$ cat src/rtl/core/md5_pkg.sv
package md5_pkg;

   // Chaining value after reset and after each digest
   localparam logic [31:0] INIT_A = 32'h67452301;
   localparam logic [31:0] INIT_B = 32'hefcdab89;
   localparam logic [31:0] INIT_C = 32'h98badcfe;
   localparam logic [31:0] INIT_D = 32'h10325476;

   localparam logic [7:0]  PAD_BYTE    = 8'h80;
   localparam logic [5:0]  LAST_POS    = 6'd63;
   localparam logic [5:0]  LEN_POS     = 6'd56;
   localparam logic [3:0]  LEN_LO_WORD = 4'd14;
   localparam logic [3:0]  LEN_HI_WORD = 4'd15;

   // Handshake between the sequencer and the compression core
   typedef struct packed {
      logic start;
      logic restart;
   } core_ctl_type;

   typedef struct packed {
      logic busy;
      logic done;
   } core_sts_type;

   // Round constants
   function automatic logic [31:0] md5_k(input logic [5:0] idx);
      logic [31:0] k;
      case (idx)
         6'd0:  k = 32'hd76aa478;  6'd1:  k = 32'he8c7b756;
         6'd2:  k = 32'h242070db;  6'd3:  k = 32'hc1bdceee;
         6'd4:  k = 32'hf57c0faf;  6'd5:  k = 32'h4787c62a;
         6'd6:  k = 32'ha8304613;  6'd7:  k = 32'hfd469501;
         6'd8:  k = 32'h698098d8;  6'd9:  k = 32'h8b44f7af;
         6'd10: k = 32'hffff5bb1;  6'd11: k = 32'h895cd7be;
         6'd12: k = 32'h6b901122;  6'd13: k = 32'hfd987193;
         6'd14: k = 32'ha679438e;  6'd15: k = 32'h49b40821;
         6'd16: k = 32'hf61e2562;  6'd17: k = 32'hc040b340;
         6'd18: k = 32'h265e5a51;  6'd19: k = 32'he9b6c7aa;
         6'd20: k = 32'hd62f105d;  6'd21: k = 32'h02441453;
         6'd22: k = 32'hd8a1e681;  6'd23: k = 32'he7d3fbc8;
         6'd24: k = 32'h21e1cde6;  6'd25: k = 32'hc33707d6;
         6'd26: k = 32'hf4d50d87;  6'd27: k = 32'h455a14ed;
         6'd28: k = 32'ha9e3e905;  6'd29: k = 32'hfcefa3f8;
         6'd30: k = 32'h676f02d9;  6'd31: k = 32'h8d2a4c8a;
         6'd32: k = 32'hfffa3942;  6'd33: k = 32'h8771f681;
         6'd34: k = 32'h6d9d6122;  6'd35: k = 32'hfde5380c;
         6'd36: k = 32'ha4beea44;  6'd37: k = 32'h4bdecfa9;
         6'd38: k = 32'hf6bb4b60;  6'd39: k = 32'hbebfbc70;
         6'd40: k = 32'h289b7ec6;  6'd41: k = 32'heaa127fa;
         6'd42: k = 32'hd4ef3085;  6'd43: k = 32'h04881d05;
         6'd44: k = 32'hd9d4d039;  6'd45: k = 32'he6db99e5;
         6'd46: k = 32'h1fa27cf8;  6'd47: k = 32'hc4ac5665;
         6'd48: k = 32'hf4292244;  6'd49: k = 32'h432aff97;
         6'd50: k = 32'hab9423a7;  6'd51: k = 32'hfc93a039;
         6'd52: k = 32'h655b59c3;  6'd53: k = 32'h8f0ccc92;
         6'd54: k = 32'hffeff47d;  6'd55: k = 32'h85845dd1;
         6'd56: k = 32'h6fa87e4f;  6'd57: k = 32'hfe2ce6e0;
         6'd58: k = 32'ha3014314;  6'd59: k = 32'h4e0811a1;
         6'd60: k = 32'hf7537e82;  6'd61: k = 32'hbd3af235;
         6'd62: k = 32'h2ad7d2bb;  6'd63: k = 32'heb86d391;
         default: k = 32'h0;
      endcase
      return k;
   endfunction

   // Rotate amount, indexed by {round group, round[1:0]}
   function automatic logic [4:0] md5_rot(input logic [3:0] idx);
      logic [4:0] s;
      case (idx)
         4'd0:  s = 5'd7;   4'd1:  s = 5'd12;  4'd2:  s = 5'd17;  4'd3:  s = 5'd22;
         4'd4:  s = 5'd5;   4'd5:  s = 5'd9;   4'd6:  s = 5'd14;  4'd7:  s = 5'd20;
         4'd8:  s = 5'd4;   4'd9:  s = 5'd11;  4'd10: s = 5'd16;  4'd11: s = 5'd23;
         4'd12: s = 5'd6;   4'd13: s = 5'd10;  4'd14: s = 5'd15;  4'd15: s = 5'd21;
         default: s = 5'd0;
      endcase
      return s;
   endfunction

   // Message word used by a round
   function automatic logic [3:0] md5_g(input logic [5:0] idx);
      logic [3:0] t;
      logic [3:0] g;
      t = idx[3:0];
      case (idx[5:4])
         2'd0:    g = t;
         2'd1:    g = 4'(t * 4'd5 + 4'd1);
         2'd2:    g = 4'(t * 4'd3 + 4'd5);
         2'd3:    g = 4'(t * 4'd7);
         default: g = t;
      endcase
      return g;
   endfunction

endpackage

$ cat src/rtl/core/md5_req_if.sv
interface md5_req_if;
   logic       valid;
   logic       ready;
   logic [7:0] data_byte;
   logic       byte_valid;
   logic       message_end;

   modport source (output valid, data_byte, byte_valid, message_end, input ready);
   modport sink   (input valid, data_byte, byte_valid, message_end, output ready);
endinterface

$ cat src/rtl/core/md5_rsp_if.sv
interface md5_rsp_if;
   logic        valid;
   logic        ready;
   logic [63:0] digest_half;
   logic        half_index;
   logic        final_half;

   modport source (output valid, digest_half, half_index, final_half, input ready);
   modport sink   (input valid, digest_half, half_index, final_half, output ready);
endinterface

$ cat src/rtl/core/md5_buf.sv
module md5_buf (
   input  logic        clock,
   input  logic        wr_en,
   input  logic [3:0]  wr_addr,
   input  logic [31:0] wr_data,
   input  logic [3:0]  rd_addr,
   output logic [31:0] rd_data_ff
);

   // 16-word message block, one write and one registered read per cycle
   logic [31:0] mem [16];

   always_ff @(posedge clock) begin
      if (wr_en) begin
         mem[wr_addr] <= wr_data;
      end
      rd_data_ff <= mem[rd_addr];
   end

endmodule

$ cat src/rtl/core/md5_core.sv
module md5_core
   import md5_pkg::*;
(
   input  logic         clock,
   input  logic         reset,
   input  core_ctl_type ctl,
   output core_sts_type sts,
   output logic [3:0]   rd_addr,
   input  logic [31:0]  rd_data,
   output logic [127:0] chain
);

   typedef enum logic [2:0] {
      C_IDLE  = 3'b001,
      C_ROUND = 3'b010,
      C_FOLD  = 3'b100
   } core_state_type;

   core_state_type state_ff, state_in;
   logic [5:0]  rnd_ff, rnd_in;
   logic [31:0] a_ff, b_ff, c_ff, d_ff;
   logic [31:0] a_in, b_in, c_in, d_in;
   logic [31:0] ha_ff, hb_ff, hc_ff, hd_ff;
   logic [31:0] ha_in, hb_in, hc_in, hd_in;
   logic [31:0] f;
   logic [31:0] sum;
   logic [63:0] rot_dbl;
   logic [4:0]  shamt;

   // Round function
   always_comb begin
      case (rnd_ff[5:4])
         2'd0:    f = (b_ff & c_ff) | (~b_ff & d_ff);
         2'd1:    f = (b_ff & d_ff) | (c_ff & ~d_ff);
         2'd2:    f = b_ff ^ c_ff ^ d_ff;
         2'd3:    f = c_ff ^ (b_ff | ~d_ff);
         default: f = b_ff;
      endcase
      shamt   = md5_rot({rnd_ff[5:4], rnd_ff[1:0]});
      sum     = a_ff + f + md5_k(rnd_ff) + rd_data;
      rot_dbl = {sum, sum} << shamt;
   end

   // Sequencing, working registers and chaining value
   always_comb begin
      state_in = state_ff;
      rnd_in   = 6'd0;
      a_in     = a_ff;
      b_in     = b_ff;
      c_in     = c_ff;
      d_in     = d_ff;
      ha_in    = ha_ff;
      hb_in    = hb_ff;
      hc_in    = hc_ff;
      hd_in    = hd_ff;
      case (state_ff)
         C_IDLE: begin
            if (ctl.restart) begin
               ha_in = INIT_A;
               hb_in = INIT_B;
               hc_in = INIT_C;
               hd_in = INIT_D;
            end else if (ctl.start) begin
               a_in     = ha_ff;
               b_in     = hb_ff;
               c_in     = hc_ff;
               d_in     = hd_ff;
               state_in = C_ROUND;
            end
         end
         C_ROUND: begin
            rnd_in = rnd_ff + 6'd1;
            a_in   = d_ff;
            b_in   = b_ff + rot_dbl[63:32];
            c_in   = b_ff;
            d_in   = c_ff;
            if (rnd_ff == LAST_POS) begin
               state_in = C_FOLD;
            end
         end
         C_FOLD: begin
            ha_in    = ha_ff + a_ff;
            hb_in    = hb_ff + b_ff;
            hc_in    = hc_ff + c_ff;
            hd_in    = hd_ff + d_ff;
            state_in = C_IDLE;
         end
         default: state_in = C_IDLE;
      endcase
   end

   // Word for the next round is addressed from rnd_in, so the registered read has it ready as that round begins
   assign rd_addr  = md5_g(rnd_in);
   assign sts.busy = (state_ff != C_IDLE);
   assign sts.done = (state_ff == C_FOLD);
   assign chain    = {hd_ff, hc_ff, hb_ff, ha_ff};

   always_ff @(posedge clock) begin
      if (reset) begin
         state_ff <= C_IDLE;
         rnd_ff   <= 6'd0;
         ha_ff    <= INIT_A;
         hb_ff    <= INIT_B;
         hc_ff    <= INIT_C;
         hd_ff    <= INIT_D;
      end else begin
         state_ff <= state_in;
         rnd_ff   <= rnd_in;
         ha_ff    <= ha_in;
         hb_ff    <= hb_in;
         hc_ff    <= hc_in;
         hd_ff    <= hd_in;
      end
      a_ff <= a_in;
      b_ff <= b_in;
      c_ff <= c_in;
      d_ff <= d_in;
   end

endmodule

$ cat src/rtl/core/md5_digest.sv
// A byte item is taken only while the digest is idle; the 64th byte of a
// block adds a compression of 64 rounds on one shared round unit, each reading
// its word from the block memory ahead of the round, plus start and fold.
// A message end adds padding writes and one or two compressions,
// then the two digest halves follow on the result channel.
// Synchronous reset restores the initial chaining value and a zero length.
module md5_digest
   import md5_pkg::*;
(
   input logic       clock,
   input logic       reset,
   md5_req_if.sink   req_if,
   md5_rsp_if.source rsp_if
);

   typedef enum logic [8:0] {
      T_IDLE = 9'b000000001,
      T_CMP  = 9'b000000010,
      T_WAIT = 9'b000000100,
      T_PAD  = 9'b000001000,
      T_ZERO = 9'b000010000,
      T_LEN0 = 9'b000100000,
      T_LEN1 = 9'b001000000,
      T_OUT0 = 9'b010000000,
      T_OUT1 = 9'b100000000
   } top_state_type;

   top_state_type state_ff, state_in;
   logic [60:0]  count_ff, count_in;
   logic [31:0]  word_ff, word_in;
   logic         end_ff, end_in;
   logic         extra_ff, extra_in;
   logic         fin_ff, fin_in;
   logic [4:0]   zidx_ff, zidx_in;

   logic         wr_en;
   logic [3:0]   wr_addr;
   logic [31:0]  wr_data;
   logic [3:0]   rd_addr;
   logic [31:0]  rd_data;
   core_ctl_type ctl;
   core_sts_type sts;
   logic [127:0] chain;

   logic [5:0]   pos;
   logic [4:0]   sh;
   logic [4:0]   zlimit;
   logic         req_acc;

   assign pos     = count_ff[5:0];
   assign sh      = {pos[1:0], 3'b000};
   assign zlimit  = extra_ff ? 5'd15 : 5'd13;
   assign req_acc = req_if.valid & req_if.ready;

   md5_buf u_buf (
      .clock      (clock),
      .wr_en      (wr_en),
      .wr_addr    (wr_addr),
      .wr_data    (wr_data),
      .rd_addr    (rd_addr),
      .rd_data_ff (rd_data)
   );

   md5_core u_core (
      .clock   (clock),
      .reset   (reset),
      .ctl     (ctl),
      .sts     (sts),
      .rd_addr (rd_addr),
      .rd_data (rd_data),
      .chain   (chain)
   );

   // Byte packing, padding sweep and result sequencing
   always_comb begin
      state_in    = state_ff;
      count_in    = count_ff;
      word_in     = word_ff;
      end_in      = end_ff;
      extra_in    = extra_ff;
      fin_in      = fin_ff;
      zidx_in     = zidx_ff;
      wr_en       = 1'b0;
      wr_addr     = pos[5:2];
      wr_data     = word_ff;
      ctl.start   = 1'b0;
      ctl.restart = 1'b0;
      case (state_ff)
         T_IDLE: begin
            if (req_acc) begin
               if (req_if.byte_valid) begin
                  if (pos[1:0] == 2'd0) begin
                     word_in = {24'd0, req_if.data_byte};
                  end else begin
                     word_in = word_ff | ({24'd0, req_if.data_byte} << sh);
                  end
                  wr_en    = 1'b1;
                  wr_data  = word_in;
                  count_in = count_ff + 61'd1;
               end
               if (req_if.byte_valid && pos == LAST_POS) begin
                  end_in   = req_if.message_end;
                  state_in = T_CMP;
               end else if (req_if.message_end) begin
                  state_in = T_PAD;
               end
            end
         end
         T_PAD: begin
            // pad byte after the last message byte
            if (pos[1:0] == 2'd0) begin
               wr_data = {24'd0, PAD_BYTE};
            end else begin
               wr_data = word_ff | ({24'd0, PAD_BYTE} << sh);
            end
            wr_en    = 1'b1;
            zidx_in  = {1'b0, pos[5:2]} + 5'd1;
            extra_in = (pos >= LEN_POS);
            end_in   = 1'b0;
            state_in = T_ZERO;
         end
         T_ZERO: begin
            // zero fill, one word a cycle
            if (zidx_ff <= zlimit) begin
               wr_en   = 1'b1;
               wr_addr = zidx_ff[3:0];
               wr_data = 32'd0;
               zidx_in = zidx_ff + 5'd1;
            end else if (extra_ff) begin
               state_in = T_CMP;
            end else begin
               state_in = T_LEN0;
            end
         end
         T_LEN0: begin
            wr_en    = 1'b1;
            wr_addr  = LEN_LO_WORD;
            wr_data  = {count_ff[28:0], 3'b000};
            state_in = T_LEN1;
         end
         T_LEN1: begin
            wr_en    = 1'b1;
            wr_addr  = LEN_HI_WORD;
            wr_data  = count_ff[60:29];
            fin_in   = 1'b1;
            state_in = T_CMP;
         end
         T_CMP: begin
            ctl.start = 1'b1;
            state_in  = T_WAIT;
         end
         T_WAIT: begin
            if (sts.done) begin
               if (fin_ff) begin
                  state_in = T_OUT0;
               end else if (extra_ff) begin
                  // length did not fit: second block starts from word 0
                  extra_in = 1'b0;
                  zidx_in  = 5'd0;
                  state_in = T_ZERO;
               end else if (end_ff) begin
                  state_in = T_PAD;
               end else begin
                  state_in = T_IDLE;
               end
            end
         end
         T_OUT0: begin
            if (rsp_if.ready) begin
               state_in = T_OUT1;
            end
         end
         T_OUT1: begin
            if (rsp_if.ready) begin
               ctl.restart = 1'b1;
               count_in    = 61'd0;
               fin_in      = 1'b0;
               state_in    = T_IDLE;
            end
         end
         default: state_in = T_IDLE;
      endcase
   end

   assign req_if.ready = (state_ff == T_IDLE);

   // Results come straight from the registered chaining value
   assign rsp_if.valid       = (state_ff == T_OUT0) || (state_ff == T_OUT1);
   assign rsp_if.digest_half = (state_ff == T_OUT1) ? chain[127:64] : chain[63:0];
   assign rsp_if.half_index  = (state_ff == T_OUT1);
   assign rsp_if.final_half  = (state_ff == T_OUT1);

   always_ff @(posedge clock) begin
      if (reset) begin
         state_ff <= T_IDLE;
         count_ff <= 61'd0;
         end_ff   <= 1'b0;
         extra_ff <= 1'b0;
         fin_ff   <= 1'b0;
         zidx_ff  <= 5'd0;
      end else begin
         state_ff <= state_in;
         count_ff <= count_in;
         end_ff   <= end_in;
         extra_ff <= extra_in;
         fin_ff   <= fin_in;
         zidx_ff  <= zidx_in;
      end
      word_ff <= word_in;
   end

endmodule

$ cat src/flat_wrapper.sv
// flat-port wrapper written by rule: the top's interface ports become plain ports
module md5_digest_flat import md5_pkg::*;
  (clock, reset, req_if_valid, req_if_data_byte, req_if_byte_valid, req_if_message_end, req_if_ready, rsp_if_valid, rsp_if_digest_half, rsp_if_half_index, rsp_if_final_half, rsp_if_ready);
  md5_req_if req_if_i ();
  md5_rsp_if rsp_if_i ();
  input logic clock;
  input logic reset;
  input wire logic [$bits(req_if_i.valid)-1:0] req_if_valid;
  input wire logic [$bits(req_if_i.data_byte)-1:0] req_if_data_byte;
  input wire logic [$bits(req_if_i.byte_valid)-1:0] req_if_byte_valid;
  input wire logic [$bits(req_if_i.message_end)-1:0] req_if_message_end;
  output wire logic [$bits(req_if_i.ready)-1:0] req_if_ready;
  output wire logic [$bits(rsp_if_i.valid)-1:0] rsp_if_valid;
  output wire logic [$bits(rsp_if_i.digest_half)-1:0] rsp_if_digest_half;
  output wire logic [$bits(rsp_if_i.half_index)-1:0] rsp_if_half_index;
  output wire logic [$bits(rsp_if_i.final_half)-1:0] rsp_if_final_half;
  input wire logic [$bits(rsp_if_i.ready)-1:0] rsp_if_ready;
  assign req_if_i.valid = req_if_valid;
  assign req_if_i.data_byte = req_if_data_byte;
  assign req_if_i.byte_valid = req_if_byte_valid;
  assign req_if_i.message_end = req_if_message_end;
  assign req_if_ready = req_if_i.ready;
  assign rsp_if_valid = rsp_if_i.valid;
  assign rsp_if_digest_half = rsp_if_i.digest_half;
  assign rsp_if_half_index = rsp_if_i.half_index;
  assign rsp_if_final_half = rsp_if_i.final_half;
  assign rsp_if_i.ready = rsp_if_ready;
  md5_digest u_core (.clock(clock), .reset(reset), .req_if(req_if_i), .rsp_if(rsp_if_i));
endmodule
$ cat config.mk
export PLATFORM = sky130hd
export DESIGN_NAME = md5_digest_flat
export DESIGN_NICKNAME = d
export VERILOG_FILES = /design/src/rtl/core/md5_pkg.sv /design/src/rtl/core/md5_req_if.sv /design/src/rtl/core/md5_rsp_if.sv /design/src/rtl/core/md5_buf.sv /design/src/rtl/core/md5_core.sv /design/src/rtl/core/md5_digest.sv /design/src/flat_wrapper.sv
export SDC_FILE = /design/constraint.sdc
export NUM_CORES = 2
export LEC_CHECK = 0
export CAP_MARGIN = 25
export CORE_MARGIN = 2
export CORE_UTILIZATION = 27
export DETAILED_ROUTE_END_ITERATION = 7
export DONT_BUFFER_PORTS = 1
export MAX_ROUTING_LAYER = met4
export SKIP_CTS_REPAIR_TIMING = 1
export SYNTH_ARGS = -nofsm -noshare
export SYNTH_HDL_FRONTEND = slang
export SYNTH_SLANG_ARGS = --single-unit
$ cat constraint.sdc
create_clock -name clock -period 19.8 [get_ports clock]
set_input_delay 3.96 -clock clock [delete_from_list [all_inputs] [get_ports clock]]
set_output_delay 3.96 -clock clock [all_outputs]
set_load 0.01 [all_outputs]
==> run_summary.xml <==
<?xml version="1.0" encoding="UTF-8"?>
<metrics>
  <group name="finish">
    <metric name="final_nets" unit="">5700</metric>
    <metric name="num-fill-cells" unit="">21300</metric>
    <metric name="area_growth_syn_to_layout" unit="%">11.6</metric>
    <metric name="post-route-util" unit="">0.303</metric>
    <metric name="drive_gt1_frac" unit="">0.0930</metric>
  </group>
  <group name="setup_path">
    <metric name="worstPathMaxFanout" unit="">97</metric>
    <metric name="cp_data_arrival_time" unit="ns">10.39</metric>
    <metric name="timing.critical_path.to_type" unit="">flop</metric>
    <metric name="type_of_element_launching_the_critical_path" unit="">flop</metric>
    <metric name="timing.critical_path.slowest_stage_cell" unit="">a221oi_1</metric>
    <metric name="ws_path_type" unit="">reg -&gt; reg</metric>
    <metric name="critPathMaxStageDelay" unit="ns">0.77</metric>
    <metric name="cp_data_required_time" unit="ns">20.28</metric>
  </group>
  <group name="floorplanning">
    <metric name="chipHeight" unit="um">460</metric>
    <metric name="core_region_area" unit="um^2">207000</metric>
    <metric name="ports" unit="">82</metric>
    <metric name="dieArea" unit="um^2">212000</metric>
    <metric name="number_of_standard_cell_rows_in_the_floorplan" unit="">167</metric>
    <metric name="initial_standard_cell_utilization_of_the_core" unit="">0.271</metric>
    <metric name="die_w" unit="um">460</metric>
  </group>
  <group name="timing">
    <metric name="timing.setup.tns" unit="ns">0</metric>
    <metric name="setup-violations-final" unit="">0</metric>
    <metric name="worst_setup_slack_after_layout" unit="ns">9.89</metric>
    <metric name="max_clock_freq" unit="GHz">0.101</metric>
    <metric name="slew_viol_final" unit="">0</metric>
    <metric name="fin_crit_sh" unit="">0.500</metric>
    <metric name="fin_crit" unit="ns">9.91</metric>
    <metric name="max_slew.worst_pin.slew" unit="ns">1.18</metric>
    <metric name="max_slew_margin" unit="">0.212</metric>
    <metric name="rsz0062_at_grt" unit="">no</metric>
    <metric name="fin_worst_skew" unit="ns">0.0324</metric>
    <metric name="final_hold_fails" unit="">0</metric>
  </group>
  <group name="synthesis">
    <metric name="post_synth_most_frequent_cells" unit="">nand2_1 (806), edfxtp_1 (672), nor2_1 (439)</metric>
    <metric name="synth_flop_cell" unit="">edfxtp_1</metric>
    <metric name="synth-async-reset-ratio" unit="">0</metric>
    <metric name="synth.largest_area_cell" unit="">edfxtp_1</metric>
    <metric name="synth_cell_area" unit="um^2">56100</metric>
    <metric name="synth_area_leaders" unit="">edfxtp_1 (36%), dfxtp_1 (10%), mux4_2 (5.8%)</metric>
    <metric name="seq_area_frac_synth" unit="">0.461</metric>
    <metric name="synth_cell_types" unit="">101</metric>
    <metric name="post-synth-top-count-cell" unit="">nand2_1</metric>
    <metric name="yosys.area.top_type_share" unit="">0.359</metric>
    <metric name="synth_enable_flop_cells" unit="">672</metric>
    <metric name="ys.warnings.count" unit="">0</metric>
    <metric name="mappedNetlistNets" unit="">5813</metric>
    <metric name="postSynthRegisterBits" unit="">956</metric>
    <metric name="synth_cells" unit="">5484</metric>
    <metric name="syn_area_per_cell" unit="um^2">10.2</metric>
  </group>
  <group name="power_and_ir_drop">
    <metric name="power_leakage" unit="nW">22.9</metric>
    <metric name="power_per_cell_area" unit="nW/um^2">109</metric>
    <metric name="vdd_ir_drop_max" unit="mV">0.156</metric>
  </group>
  <group name="clocking">
    <metric name="clkSlewWorstSetupHoldPaths" unit="ns">0.07</metric>
    <metric name="cts-root-buf" unit="">clkbuf_16</metric>
    <metric name="cts-htree-levels" unit="">3</metric>
    <metric name="clkLatencyLatePin" unit="ns">0.75</metric>
    <metric name="cts_tree" unit="">yes</metric>
    <metric name="bufs_on_longest_clock_path" unit="">3</metric>
    <metric name="clkSinkCount" unit="">956</metric>
    <metric name="numCtsBuffers" unit="">96</metric>
  </group>
  <group name="detailed_routing">
    <metric name="via_per_inst" unit="">5.38</metric>
    <metric name="drt-initial-drc-count" unit="">4876</metric>
    <metric name="drc" unit="">5</metric>
    <metric name="drtPass1Iterations" unit="">8</metric>
    <metric name="drt_wl_total" unit="um">185000</metric>
    <metric name="drt.antenna.violating_nets" unit="">0</metric>
    <metric name="wire_per_inst" unit="um">22.7</metric>
    <metric name="vias" unit="">43900</metric>
  </group>
  <group name="grt">
    <metric name="largest_net_degree_at_the_start_of_global_routing" unit="">144</metric>
    <metric name="grt_antenna_before_repair" unit="">5</metric>
    <metric name="grt_first_pass_wirelength" unit="um">275000</metric>
    <metric name="track_usage" unit="">0.175</metric>
    <metric name="vias_in_the_first_global_route" unit="">42000</metric>
    <metric name="overflow" unit="">0</metric>
  </group>
  <group name="worst_hold_path">
    <metric name="worstHoldPathType" unit="">reg -&gt; reg</metric>
  </group>
  <group name="place">
    <metric name="place_congestion" unit="">0.961</metric>
    <metric name="portBuffers" unit="">0</metric>
    <metric name="dp_hpwl" unit="um">125000</metric>
    <metric name="place_worst_setup_slack" unit="ns">10.09</metric>
  </group>
  <group name="run_status">
    <metric name="failed_checks" unit="">design-rule violations</metric>
    <metric name="outcome" unit="">complete, but fails checks</metric>
  </group>
  <group name="flow_run">
    <metric name="max_cap_violations" unit="">0</metric>
  </group>
</metrics>
-- layout by cell type, fill, tap and decap left out, types with 73 or more instances in the layout --
| master | synthesis | routed |
|---|---|---|
| xnor2_1 | 157 | 156 |
| nand3_1 | 129 | 128 |
| dfxtp_1 | 284 | 281 |
| nand2b_1 | 106 | 105 |
| nand2_1 | 806 | 805 |
| mux4_2 | 145 | 145 |
| clkbuf_16 | 0 | 96 |
| a21oi_1 | 325 | 323 |
| mux2i_1 | 117 | 117 |
| a22oi_1 | 84 | 84 |
| ha_1 | 246 | 246 |
| buf_4 | 3 | 90 |
| a21o_1 | 74 | 73 |
| o21ai_0 | 276 | 275 |
| inv_1 | 227 | 223 |
| xor2_1 | 106 | 106 |
| nor2_1 | 439 | 418 |
| edfxtp_1 | 672 | 672 |
-- per-layer routing --
layer / track usage / routed length (um) / share of wire
met3: 0.0266 / 13600 / 0.074
met4: 0.0564 / 5890 / 0.032
met2: 0.267 / 83700 / 0.45
met1: 0.239 / 81900 / 0.44
met5: - / 0 / 0
-- worst max-delay path, delay by kind of cell, from the launching register on --
family	cells	cell delay, ns
AOI/OAI and AO/OA	15	4.37
adders and majority gates	4	1.54
xor gates and xnor gates	2	0.58
and+or+nand+nor	4	0.44
muxes	5	1.45
DFF	1	0.37
buffers and inverters	3	0.84
-- state kept, by name, summed over array words and instances (netlist names), 3 cells and up, named ones only --
name,cells
u_core.count_ff,61
u_core.state_ff,9
u_core.u_buf.mem,512
u_core.u_buf.rd_data_ff,32
u_core.u_core.a_ff,32
u_core.u_core.b_ff,32
u_core.u_core.c_ff,32
u_core.u_core.d_ff,32
u_core.u_core.ha_ff,32
u_core.u_core.hb_ff,32
u_core.u_core.hc_ff,32
u_core.u_core.hd_ff,32
u_core.u_core.rnd_ff,6
u_core.u_core.shamt,5
u_core.u_core.state_ff,3
u_core.word_ff,32
u_core.zidx_ff,5
-- area by class of cell --
type	instances	area, um^2	area share
Antenna cell	5	12.5	0.000200
Clock buffer	120	2540	0.0406
Clock inverter	59	646	0.0103
Inverter	234	880	0.0140
Multi-Input combinational cell	3981	28500	0.454
Sequential cell	956	25900	0.413
Tap cell	2704	3380	0.0540
Timing Repair Buffer	102	841	0.0134
-- cell families (layout without fill, tap and decap cells) --
logic type,after synthesis,after routing,share of synthesized area
AND/OR/NAND/NOR,1792,1792,0.142
multiplexers,287,287,0.0846
buffers and inverters,547,515,0.0375
AO/OA/AOI/OAI,1323,1323,0.154
adder cells (fa/ha/maj),315,315,0.0794
flip-flops,956,956,0.461
XOR/XNOR,264,264,0.0414
other,0,5,0
-- through the flow --
step	hold WS [ns]	instance area [um^2]	total power, mW	std cells
after floorplan	0.436	56100	4.20	5484
after global placement	0.458	59300	4.89	7960
after detailed placement	0.462	59400	4.95	7971
after CTS	0.471	62600	6.84	8150
after global routing	0.498	62600	7.17	8160
final	0.477	62600	6.84	8161
-- path summary, 6_finish.rpt --
check | slack [ns] | from | depth (start not counted) | endpoint
setup / recovery | 9.89 | u_core.u_core.rnd_ff[4]$_SDFF_PP0_ | 33 | u_core.u_core.b_ff[31]$_DFFE_PP_
hold / removal | 0.48 | u_core.zidx_ff[4]$_SDFFE_PP0P_ | 2 | u_core.zidx_ff[4]$_SDFFE_PP0P_
setup reg to reg | 9.89 | u_core.u_core.rnd_ff[4]$_SDFF_PP0_ | 33 | u_core.u_core.b_ff[31]$_DFFE_PP_
hold reg to reg | 0.48 | u_core.zidx_ff[4]$_SDFFE_PP0P_ | 2 | u_core.zidx_ff[4]$_SDFFE_PP0P_
-- power by group --
part           total [mW]  switching (mW)  leakage, nW  internal, mW
combinational        2.36            1.52         13.0         0.837
sequential           2.60          0.0460         8.41          2.56
clock                1.88           0.851         1.53          1.03
Power figures use the tool's default switching activity.
